==> config.mk <==
export PLATFORM = sky130hd
export DESIGN_NAME = sorted_priority_queue_core_flat
export DESIGN_NICKNAME = d
export VERILOG_FILES = /design/src/hdl/spq_pkg.sv /design/src/hdl/spq_if.sv /design/src/hdl/spq_cell.sv /design/src/hdl/sorted_priority_queue_core.sv /design/src/flat_wrapper.sv
export SDC_FILE = /design/constraint.sdc
export NUM_CORES = 2
export LEC_CHECK = 0
export BUFFER_PORTS_ARGS = -buffer_cell sky130_fd_sc_hd__buf_2
export CORE_UTILIZATION = 60
export CTS_BUF_LIST = sky130_fd_sc_hd__clkbuf_16
export DETAILED_ROUTE_END_ITERATION = 16
export GPL_TIMING_DRIVEN = 0
export MAX_ROUTING_LAYER = met4
export PLACE_DENSITY = 0.77
export SLEW_MARGIN = 20
export SYNTH_ARGS = -nofsm -noshare
export SYNTH_HDL_FRONTEND = slang
export SYNTH_SLANG_ARGS = --single-unit
==> constraint.sdc <==
create_clock -name clk -period 3 [get_ports clk]
set_input_delay 0.3 -clock clk [delete_from_list [all_inputs] [get_ports clk]]
set_output_delay 0.3 -clock clk [all_outputs]
set_load 0.01 [all_outputs]
==> src/hdl/spq_pkg.sv <==
// Package: shared types and constants for the sorted priority queue
package spq_pkg;

  localparam int DATA_W = 32;
  localparam int PRIO_W = 8;
  localparam int OUT_PRIO_W = PRIO_W + 1;
  localparam int OCC_W = 5;

  typedef logic [1:0] status_t;

  localparam status_t STATUS_DONE  = 2'd0;
  localparam status_t STATUS_EMPTY = 2'd1;
  localparam status_t STATUS_FULL  = 2'd2;

  localparam logic KIND_ENQ = 1'b0;
  localparam logic KIND_DEQ = 1'b1;

  // one stored entry as it moves between neighboring cells
  typedef struct packed {
    logic                     valid;
    logic signed [DATA_W-1:0] data;
    logic [PRIO_W-1:0]        prio;
  } entry_t;

  // command broadcast to every cell in the row
  typedef struct packed {
    logic                     enq;
    logic                     deq;
    logic signed [DATA_W-1:0] data;
    logic [PRIO_W-1:0]        prio;
  } cmd_t;

endpackage

==> src/hdl/spq_if.sv <==
// Interfaces: request and result channels with valid/ready handshake
interface spq_in_if;
  logic              valid;
  logic              ready;
  logic              kind;
  logic signed [31:0] data;
  logic [7:0]        priority_req;

  modport source (output valid, output kind, output data, output priority_req, input ready);
  modport sink   (input valid, input kind, input data, input priority_req, output ready);
endinterface

interface spq_out_if;
  logic              valid;
  logic              ready;
  logic signed [31:0] out_data;
  logic signed [8:0] out_priority;
  logic [1:0]        status;
  logic [4:0]        occupancy;

  modport source (output valid, output out_data, output out_priority, output status,
                  output occupancy, input ready);
  modport sink   (input valid, input out_data, input out_priority, input status,
                  input occupancy, output ready);
endinterface

==> src/hdl/spq_cell.sv <==
// Cell: one slot of the sorted row, holds, loads new, or shifts from a neighbor
module spq_cell (
  input  logic           clk,
  input  logic           rst_n,
  input  spq_pkg::cmd_t   cmd,
  input  spq_pkg::entry_t left_ent,
  input  logic           left_ge,
  input  spq_pkg::entry_t right_ent,
  output spq_pkg::entry_t ent,
  output logic           ge
);
  import spq_pkg::*;

  entry_t ent_r;
  entry_t ent_nxt;

  assign ge  = ent_r.valid && (ent_r.prio >= cmd.prio);
  assign ent = ent_r;

  always_comb begin
    ent_nxt = ent_r;
    if (cmd.enq) begin
      if (!ge) begin
        if (left_ge) begin
          ent_nxt.valid = 1'b1;
          ent_nxt.data  = cmd.data;
          ent_nxt.prio  = cmd.prio;
        end else begin
          ent_nxt = left_ent;
        end
      end
    end else if (cmd.deq) begin
      ent_nxt = right_ent;
    end
  end

  always_ff @(posedge clk) begin
    if (!rst_n) begin
      ent_r <= '0;
    end else begin
      ent_r <= ent_nxt;
    end
  end

endmodule

==> src/hdl/sorted_priority_queue_core.sv <==
// Top level: sorted priority queue built from a row of shifting compare cells
//
//   channel | dir | handshake   | payload
//   in_ch   | in  | valid/ready | kind, data, priority_req
//   out_ch  | out | valid/ready | out_data, out_priority, status, occupancy
//
// One beat per cycle unless stalled: every cell compares its priority against
// the broadcast request and holds or shifts one step toward or away from the
// front. The result is registered; in_ch.ready is low only while a result is
// held and out_ch.ready is low. Reset clears the valid bits and count.
module sorted_priority_queue_core #(
  parameter int CAPACITY = 16
) (
  input  logic  clk,
  input  logic  rst_n,
  spq_in_if.sink    in_ch,
  spq_out_if.source out_ch
);
  import spq_pkg::*;

  localparam int CNT_W = $clog2(CAPACITY + 1);

  entry_t ents [CAPACITY];
  logic   ges  [CAPACITY];
  cmd_t   cmd;

  logic fire;
  logic full;
  logic empty;

  logic [CNT_W-1:0] count_r;
  logic [CNT_W-1:0] count_nxt;

  logic                         out_valid_r;
  logic signed [DATA_W-1:0]     out_data_r;
  logic signed [OUT_PRIO_W-1:0] out_prio_r;
  status_t                      status_r;
  logic [OCC_W-1:0]             occ_r;

  assign in_ch.ready = !out_valid_r || out_ch.ready;
  assign fire  = in_ch.valid && in_ch.ready;
  assign full  = ents[CAPACITY-1].valid;
  assign empty = !ents[0].valid;

  assign cmd.enq  = fire && (in_ch.kind == KIND_ENQ) && !full;
  assign cmd.deq  = fire && (in_ch.kind == KIND_DEQ) && !empty;
  assign cmd.data = in_ch.data;
  assign cmd.prio = in_ch.priority_req;

  for (genvar i = 0; i < CAPACITY; i++) begin : g_cell
    entry_t l_ent;
    entry_t r_ent;
    logic   l_ge;

    if (i == 0) begin : g_first
      assign l_ent = '0;
      assign l_ge  = 1'b1;
    end else begin : g_mid
      assign l_ent = ents[i-1];
      assign l_ge  = ges[i-1];
    end

    if (i == CAPACITY - 1) begin : g_last
      assign r_ent = '0;
    end else begin : g_inner
      assign r_ent = ents[i+1];
    end

    spq_cell u_cell (
      .clk       (clk),
      .rst_n     (rst_n),
      .cmd       (cmd),
      .left_ent  (l_ent),
      .left_ge   (l_ge),
      .right_ent (r_ent),
      .ent       (ents[i]),
      .ge        (ges[i])
    );
  end

  always_comb begin
    count_nxt = count_r;
    if (cmd.enq) begin
      count_nxt = count_r + CNT_W'(1);
    end else if (cmd.deq) begin
      count_nxt = count_r - CNT_W'(1);
    end
  end

  always_ff @(posedge clk) begin
    if (!rst_n) begin
      count_r     <= '0;
      out_valid_r <= 1'b0;
    end else begin
      count_r <= count_nxt;
      if (fire) begin
        out_valid_r <= 1'b1;
      end else if (out_ch.ready) begin
        out_valid_r <= 1'b0;
      end
    end
  end

  always_ff @(posedge clk) begin
    if (fire) begin
      occ_r <= OCC_W'(count_nxt);
      if (in_ch.kind == KIND_DEQ) begin
        if (empty) begin
          out_data_r <= '1;
          out_prio_r <= '1;
          status_r   <= STATUS_EMPTY;
        end else begin
          out_data_r <= ents[0].data;
          out_prio_r <= {1'b0, ents[0].prio};
          status_r   <= STATUS_DONE;
        end
      end else begin
        out_data_r <= '0;
        out_prio_r <= '0;
        status_r   <= full ? STATUS_FULL : STATUS_DONE;
      end
    end
  end

  assign out_ch.valid        = out_valid_r;
  assign out_ch.out_data     = out_data_r;
  assign out_ch.out_priority = out_prio_r;
  assign out_ch.status       = status_r;
  assign out_ch.occupancy    = occ_r;

endmodule
==> src/flat_wrapper.sv <==
// flat-port wrapper written by rule: the top's interface ports become plain ports
module sorted_priority_queue_core_flat import spq_pkg::*;
#(
  parameter int CAPACITY = 16
)
  (clk, rst_n, in_ch_valid, in_ch_kind, in_ch_data, in_ch_priority_req, in_ch_ready, out_ch_valid, out_ch_out_data, out_ch_out_priority, out_ch_status, out_ch_occupancy, out_ch_ready);
  spq_in_if in_ch_i ();
  spq_out_if out_ch_i ();
  input  logic clk;
  input  logic rst_n;
  input wire logic [$bits(in_ch_i.valid)-1:0] in_ch_valid;
  input wire logic [$bits(in_ch_i.kind)-1:0] in_ch_kind;
  input wire logic [$bits(in_ch_i.data)-1:0] in_ch_data;
  input wire logic [$bits(in_ch_i.priority_req)-1:0] in_ch_priority_req;
  output wire logic [$bits(in_ch_i.ready)-1:0] in_ch_ready;
  output wire logic [$bits(out_ch_i.valid)-1:0] out_ch_valid;
  output wire logic [$bits(out_ch_i.out_data)-1:0] out_ch_out_data;
  output wire logic [$bits(out_ch_i.out_priority)-1:0] out_ch_out_priority;
  output wire logic [$bits(out_ch_i.status)-1:0] out_ch_status;
  output wire logic [$bits(out_ch_i.occupancy)-1:0] out_ch_occupancy;
  input wire logic [$bits(out_ch_i.ready)-1:0] out_ch_ready;
  assign in_ch_i.valid = in_ch_valid;
  assign in_ch_i.kind = in_ch_kind;
  assign in_ch_i.data = in_ch_data;
  assign in_ch_i.priority_req = in_ch_priority_req;
  assign in_ch_ready = in_ch_i.ready;
  assign out_ch_valid = out_ch_i.valid;
  assign out_ch_out_data = out_ch_i.out_data;
  assign out_ch_out_priority = out_ch_i.out_priority;
  assign out_ch_status = out_ch_i.status;
  assign out_ch_occupancy = out_ch_i.occupancy;
  assign out_ch_i.ready = out_ch_ready;
  sorted_priority_queue_core #(.CAPACITY(CAPACITY)) u_core (.clk(clk), .rst_n(rst_n), .in_ch(in_ch_i), .out_ch(out_ch_i));
endmodule
Word-level counts from Yosys, hierarchy flattened
Index checks and enable logic that the tools add are counted.
{"block": "totals", "reg_bits": 710, "in_bits": 45, "output_inout_bits": 50, "wordCells": 203}
{"block": "op_classes", "add_sub_neg": 2, "n_lt_le_gt_ge": 16, "eq_ne": 16, "muxes": 72, "bitwise": 1, "reduce_logical": 42}
{"operator": "$mux W41", "n": 63}
{"operator": "$ge A8 B8 Y1", "n": 16}
{"operator": "$mux W32", "n": 1}
{"operator": "$ne A2 B2 Y1 const B", "n": 16}
{"operator": "$reduce_and A2 Y1", "n": 16}
{"operator": "$logic_and A1 B1 Y1", "n": 21}
{"operator": "$mux W5", "n": 2}
{"operator": "$mux W9", "n": 1}
{"operator": "$add A5 B1 Y5 const B", "n": 1}
{"operator": "$sub A5 B1 Y5 const B", "n": 1}
{"operator": "$mux W2", "n": 2}
{"operator": "$reduce_bool A2 Y1", "n": 2}
{"operator": "$mux W1", "n": 3}
{"operator": "$logic_not A1 Y1", "n": 2}
{"operator": "$logic_or A1 B1 Y1", "n": 1}
{"operator": "$not A1 Y1", "n": 1}

Depth between registers and ports, before layout
{"block": "logic_depth", "depth_word": 7, "mapped_depth": 11, "ltp_nobuf": 8}

By module
Synthesis repeated with hierarchy kept, for this count alone.
{"block": "hier_totals", "hier_cells": 5164, "area_unflattened_um2": 47600.7}
{"mod": "spq_cell (u_core.g_cell[14].u_cell ...)", "instances": 11, "cells_each": 311, "area_per_inst_um2": 2850.2, "seq_area_each_um2": 820.8}
{"mod": "spq_cell (u_core.g_cell[0].u_cell ...)", "instances": 5, "cells_each": 311, "area_per_inst_um2": 2775.2, "seq_area_each_um2": 820.8}
{"mod": "sorted_priority_queue_core", "instances": 1, "cells_each": 188, "area_per_inst_um2": 2372.3, "seq_area_each_um2": 1561.5}

Least setup slack after synthesis
OpenSTA, ideal clock, no wires.
{"block": "synth_timing", "kind": "input port to flip-flop", "start": "input in_ch_priority_req[7]", "end": "register u_core.g_cell[1].u_cell.ent_r, in the netlist u_core.g_cell[1].u_cell.ent[22]", "setup_ps": 117, "arrival_time_ps": 2427, "t_required_ps": 2883, "slack_ps": 455, "path_stages": 10, "path_buffers": 2, "path_cell_list": "inv_1 ha_1 and3_1 a221oi_1 o22ai_1 buf_2 buf_1 nand2_1 o211ai_1 a32o_1"}
{"block": "synth_between", "elab_chain_len": 5, "word_cells_on_any_way": 9, "classes_between": "order compare: 2; eq/ne: 1; mux: 3; reduce/logical: 3"}
{"item": "start, declared", "line_no": "flat_wrapper.sv:14", "rtl": "input wire logic [$bits(in_ch_i.priority_req)-1:0] in_ch_priority_req;"}
{"item": "$ge A8 B8 Y1", "line_no": "spq_cell.sv:17", "rtl": "assign ge = ent_r.valid && (ent_r.prio >= cmd.prio);"}
{"item": "$logic_and A1 B1 Y1", "line_no": "spq_cell.sv:17"}
{"item": "$mux W41", "line_no": "spq_cell.sv:24", "rtl": "if (left_ge) begin"}
{"item": "$mux W41", "line_no": "spq_cell.sv:23", "rtl": "if (!ge) begin"}
{"item": "$mux W41", "line_no": "spq_cell.sv:22", "rtl": "if (cmd.enq) begin"}
{"item": "end signal, assigned", "line_no": "spq_cell.sv:41", "rtl": "ent_r <= ent_nxt;"}
{"item": "end, declared", "line_no": "spq_cell.sv:14", "rtl": "entry_t ent_r;"}
Parallel ways exist; a longest one is shown, timed or not. The select of a mux whose other input is x is not followed.
A chain may end at the register's enable or synchronous reset.

Worst setup path after layout
{"block": "layout_timing", "start": "register u_core.out_valid_r, in the netlist u_core.out_ch.valid", "end": "register u_core.g_cell[6].u_cell.ent_r, in the netlist u_core.g_cell[6].u_cell.ent[39]"}
{"block": "layout_between", "elab_chain_len": 7, "word_cells_on_any_way": 11, "classes_between": "eq/ne: 1; mux: 1; reduce/logical: 9"}
{"item": "start, declared", "line_no": "sorted_priority_queue_core.sv:34", "rtl": "logic out_valid_r;"}
{"item": "start signal, assigned", "line_no": "sorted_priority_queue_core.sv:93", "rtl": "out_valid_r <= 1'b0;"}
{"item": "start signal, assigned", "line_no": "sorted_priority_queue_core.sv:97", "rtl": "out_valid_r <= 1'b1;"}
{"item": "start signal, assigned", "line_no": "sorted_priority_queue_core.sv:99", "rtl": "out_valid_r <= 1'b0;"}
{"item": "$logic_not A1 Y1 *", "line_no": "sorted_priority_queue_core.sv:40", "rtl": "assign in_ch.ready = !out_valid_r || out_ch.ready;"}
{"item": "$logic_or A1 B1 Y1 *", "line_no": "sorted_priority_queue_core.sv:40"}
{"item": "$logic_and A1 B1 Y1 *", "line_no": "sorted_priority_queue_core.sv:41", "rtl": "assign fire = in_ch.valid && in_ch.ready;"}
{"item": "$logic_and A1 B1 Y1 (on tied branches) (2 in series)", "line_no": "sorted_priority_queue_core.sv:45, sorted_priority_queue_core.sv:46"}
{"item": "$ne A2 B2 Y1 (no source line) or $reduce_bool A2 Y1 (tied branches)"}
{"item": "$reduce_and A2 Y1 (no source line)"}
{"item": "end signal, assigned", "line_no": "spq_cell.sv:41"}
{"item": "end, declared", "line_no": "spq_cell.sv:14"}
Mark *: on every way between the ends. The rest lies on a longest branch, timed or not.

==> impl_metrics.toml <==
[route]
drc = 0
firstDrtPassIters = 7
detail-route-antenna-nets = 0
wl_um = 125100
first_iter_violations = 3240
num_vias = 34090
viasPerCell = 6.342
wl_per_cell_um = 23.27

[setup_path]
path_class = "reg2reg"
worst-r2r-setup-slack_ns = 0.09
cpMostUsedCell = "buf_2"
cpPeakStageDelay_ns = 0.48
critical_path.cell_chain = "nand2b_1 -> buf_2 -> and3_1 -> buf_2 -> clkbuf_4 -> buf_2 -> clkbuf_1 -> nor2_1 -> o2bb2ai_1"
crit_required_ns = 3.57
path_max_fanout = 10
endpoint_kind = "flip-flop"
rr_worst_depth = 9
crit_arrival_ns = 3.48
slowest_stage = "clkbuf_4"
path_buf_inv = 5
critPathTopFamily = "buffers and inverters"
r2r-end = "u_core.g_cell[6].u_cell.ent[39]$_SDFFE_PN0P_"
r2r_start = "u_core.out_ch.valid$_SDFFE_PN0P_"
critPathLaunchType = "flip-flop"

[yosys]
synth_area_leaders = "dfxtp_1 36%, o311ai_1 6.7%, nand2_1 6.7%"
yosysUniqueCellTypes = 68
synth-edff-count = 47
syn_area_um2 = 36930
yosysWarnings = 0
synth.avg_cell_area_um2 = 8.513
synth_top_area_share_pct = 35.89
synth_top_area_cell = "dfxtp_1"
synth-seq-area-share_pct = 39.71
synth_flop_cell = "dfxtp_1"
synth_cells = 4338
synth_most_common_cell = "dfxtp_1"
synthesis.nets = 4505
yosys_register_bits = 709
ys_async_sr_fraction_pct = 0
synth_commonest_cells = "662 x dfxtp_1, 658 x nand2_1, 387 x nor2_1"

[final_layout]
nets = 4695
drive_gt1_share_pct = 9.677
area_growth_pct = 11.23
layout.core_utilization_pct = 67.80
num-fill-cells = 5258

[global_routing]
grt_usage_pct = 40.59
grt_max_degree = 35
antenna_found_initial = 6
grt_pass1_wl_um = 190800
grt_pass1_vias = 32690
grt_overflow = 0

[timing]
finClkSkew_ns = 0.01921
period_share_pct = 97.16
slew_headroom_pct = 18.67
final-hold-violation-count = 0
slew_violations = 0
finalSetupViolations = 0
max_clock_freq_ghz = 0.3431
min_period_ns = 2.915
worst_slew_pin_slew_ns = 1.220
rsz0062_at_grt = "false"

[floorplanning]
die_w_um = 250.1
dieArea_um2 = 62550
row_count = 90
start_util_pct = 60.96
ios = 95
die_h_um = 250.1
core_um2 = 60580

[power_and_ir_drop]
power_density_nw_per_um2 = 550.1
ir_drop_uv = 553.0
p_total_w = 0.02260
p_leak_nw = 14.27

[cts]
root_buffer = "clkbuf_16"
cts_tree = "done"
numClockSinks = 709
worstSkewPairLatency_ns = 0.65
cts.path.max_buffers = 3
htree_levels = 3
cts_buffers = 77
clk_pin_slew_ns = 0.06

[hold_path]
hold_path_class = "in2reg"
worstHoldStart = "in_ch_priority_req[7]"
min_to = "u_core.g_cell[11].u_cell.ent[7]$_SDFFE_PN0P_"
hold_depth = 3

[placed_design]
hpwlAfterDp_um = 99110
gp_congestion = 1.000
port_buffers = 93

[flow_run]
maxCapViolCount = 0

[status]
status = "finished clean"
-- timing repair --
action	CTS	global route
hold buffers	1	0
hold endpoints to repair	1	0
gates resized for setup	10	40
endpoints found under the setup margin	322	320
buffers inserted	11	5
-- cells by family (layout without fill, tap and decap cells) --
group | count (synthesis) | in the layout | share of synthesized area (%)
buffers and inverters | 569 | 819 | 6.298
multiplexers | 72 | 72 | 1.952
AO/OA/AOI/OAI | 1649 | 1649 | 34.59
other | 0 | 6 | 0
flip-flops | 709 | 709 | 39.71
XOR/XNOR | 4 | 4 | 0.09488
AND/OR/NAND/NOR | 1213 | 1213 | 13.22
adder cells (fa/ha/maj) | 122 | 122 | 4.133
-- layout by cell type, fill, tap and decap left out, drive strengths merged, types with 8 or more instances in the layout --
cell      netlist  layout
clkinvlp        0       8
a221o          41      41
nor3           84      84
dfxtp         662     662
o21ai         229     229
clkinv          0      36
o31ai          46      46
o21a           39      39
nand3          17      17
clkbuf        320     398
o311ai        283     283
nand4          11      11
a21boi         42      42
buf           137     246
a21oi         308     308
a32o          125     125
o22ai           8       8
a22oi          49      49
o221ai         40      40
nand2         658     658
and2           10      10
a21o           82      82
a2111oi        13      13
o2bb2ai       196     196
o21bai         40      40
nand2b         15      15
o211ai         40      40
ha            122     122
nor2          392     392
mux2i          72      72
edfxtp         47      47
o32ai          52      52
inv           112     126
-- layer usage --
metal,GRT usage (%),vias to the layer above,wire length (um)
li1,-,16590,-
met1,50.77,15700,52360
met2,63.02,1460,55400
met3,6.443,351,10010
met4,21.72,0,7341
met5,-,-,0
-- tightest hold or removal path, cell delays in order --
cell	delay (ns)
buf_2	0.17
mux2i_1	0.15
o21ai_1	0.07
-- registers in the layout, indices dropped and copies added, names as in the netlist --
register and count:
u_core.count_r 5, u_core.g_cell.u_cell.ent 656, u_core.out_ch.occupancy 5, u_core.out_ch.out_data 32
u_core.out_ch.out_priority 9, u_core.out_ch.status 1, u_core.out_ch.valid 1
-- how the worst max path moves through the flow --
stage,from,endpoint,slack (ns),cells past startpoint
after detailed placement,in_ch_priority_req[5],u_core.g_cell[7].u_cell.ent[38]$_SDFFE_PN0P_,-0.96,10
after floorplan,in_ch_priority_req[7],u_core.g_cell[1].u_cell.ent[22]$_SDFFE_PN0P_,0.46,10
final,u_core.out_ch.valid$_SDFFE_PN0P_,u_core.g_cell[6].u_cell.ent[39]$_SDFFE_PN0P_,0.09,9
after global routing,u_core.out_ch.valid$_SDFFE_PN0P_,u_core.g_cell[9].u_cell.ent[10]$_SDFFE_PN0P_,0.003,9
after CTS,u_core.out_ch.valid$_SDFFE_PN0P_,u_core.g_cell[15].u_cell.ent[1]$_SDFFE_PN0P_,0.02,9
after global placement,in_ch_priority_req[5],u_core.g_cell[7].u_cell.ent[37]$_SDFFE_PN0P_,-0.86,10
-- power by group --
group	leakage [nW]	switching [W]	total (W)	internal [W]
registers	5.85	0.000415	0.0104	0.0100
logic	7.19	0.00202	0.00311	0.00109
clock network	1.23	0.00402	0.00905	0.00503
-- cell type report --
cell class	count	area, um^2	area share, %
Timing Repair Buffer	111	678.2	1.651
Clock buffer	77	1927	4.691
Antenna cell	6	15.01	0.03655
Clock inverter	62	436.7	1.063
Multi-Input combinational cell	3060	20000	48.69
Sequential cell	709	14660	35.70
Buffer	457	1931	4.700
Inverter	112	446.7	1.087
Tap cell	782	978.4	2.382
-- through the flow --
step | instances | TNS, ns | hold slack (ns) | area [um^2] | worst slack [ns]
global placement | 5213 | -380.02 | 0.4332 | 38370 | -0.8601
CTS | 5365 | 0 | 0.04993 | 40930 | 0.02001
finish | 5376 | 0 | 0.09663 | 41080 | 0.08521
floorplan | 4338 | 0 | 0.4260 | 36930 | 0.4554
global route | 5376 | 0 | 0.08966 | 41080 | 0.002923
detailed placement | 5214 | -407.26 | 0.4412 | 38400 | -0.9554
(Power assumes the default switching activity.)
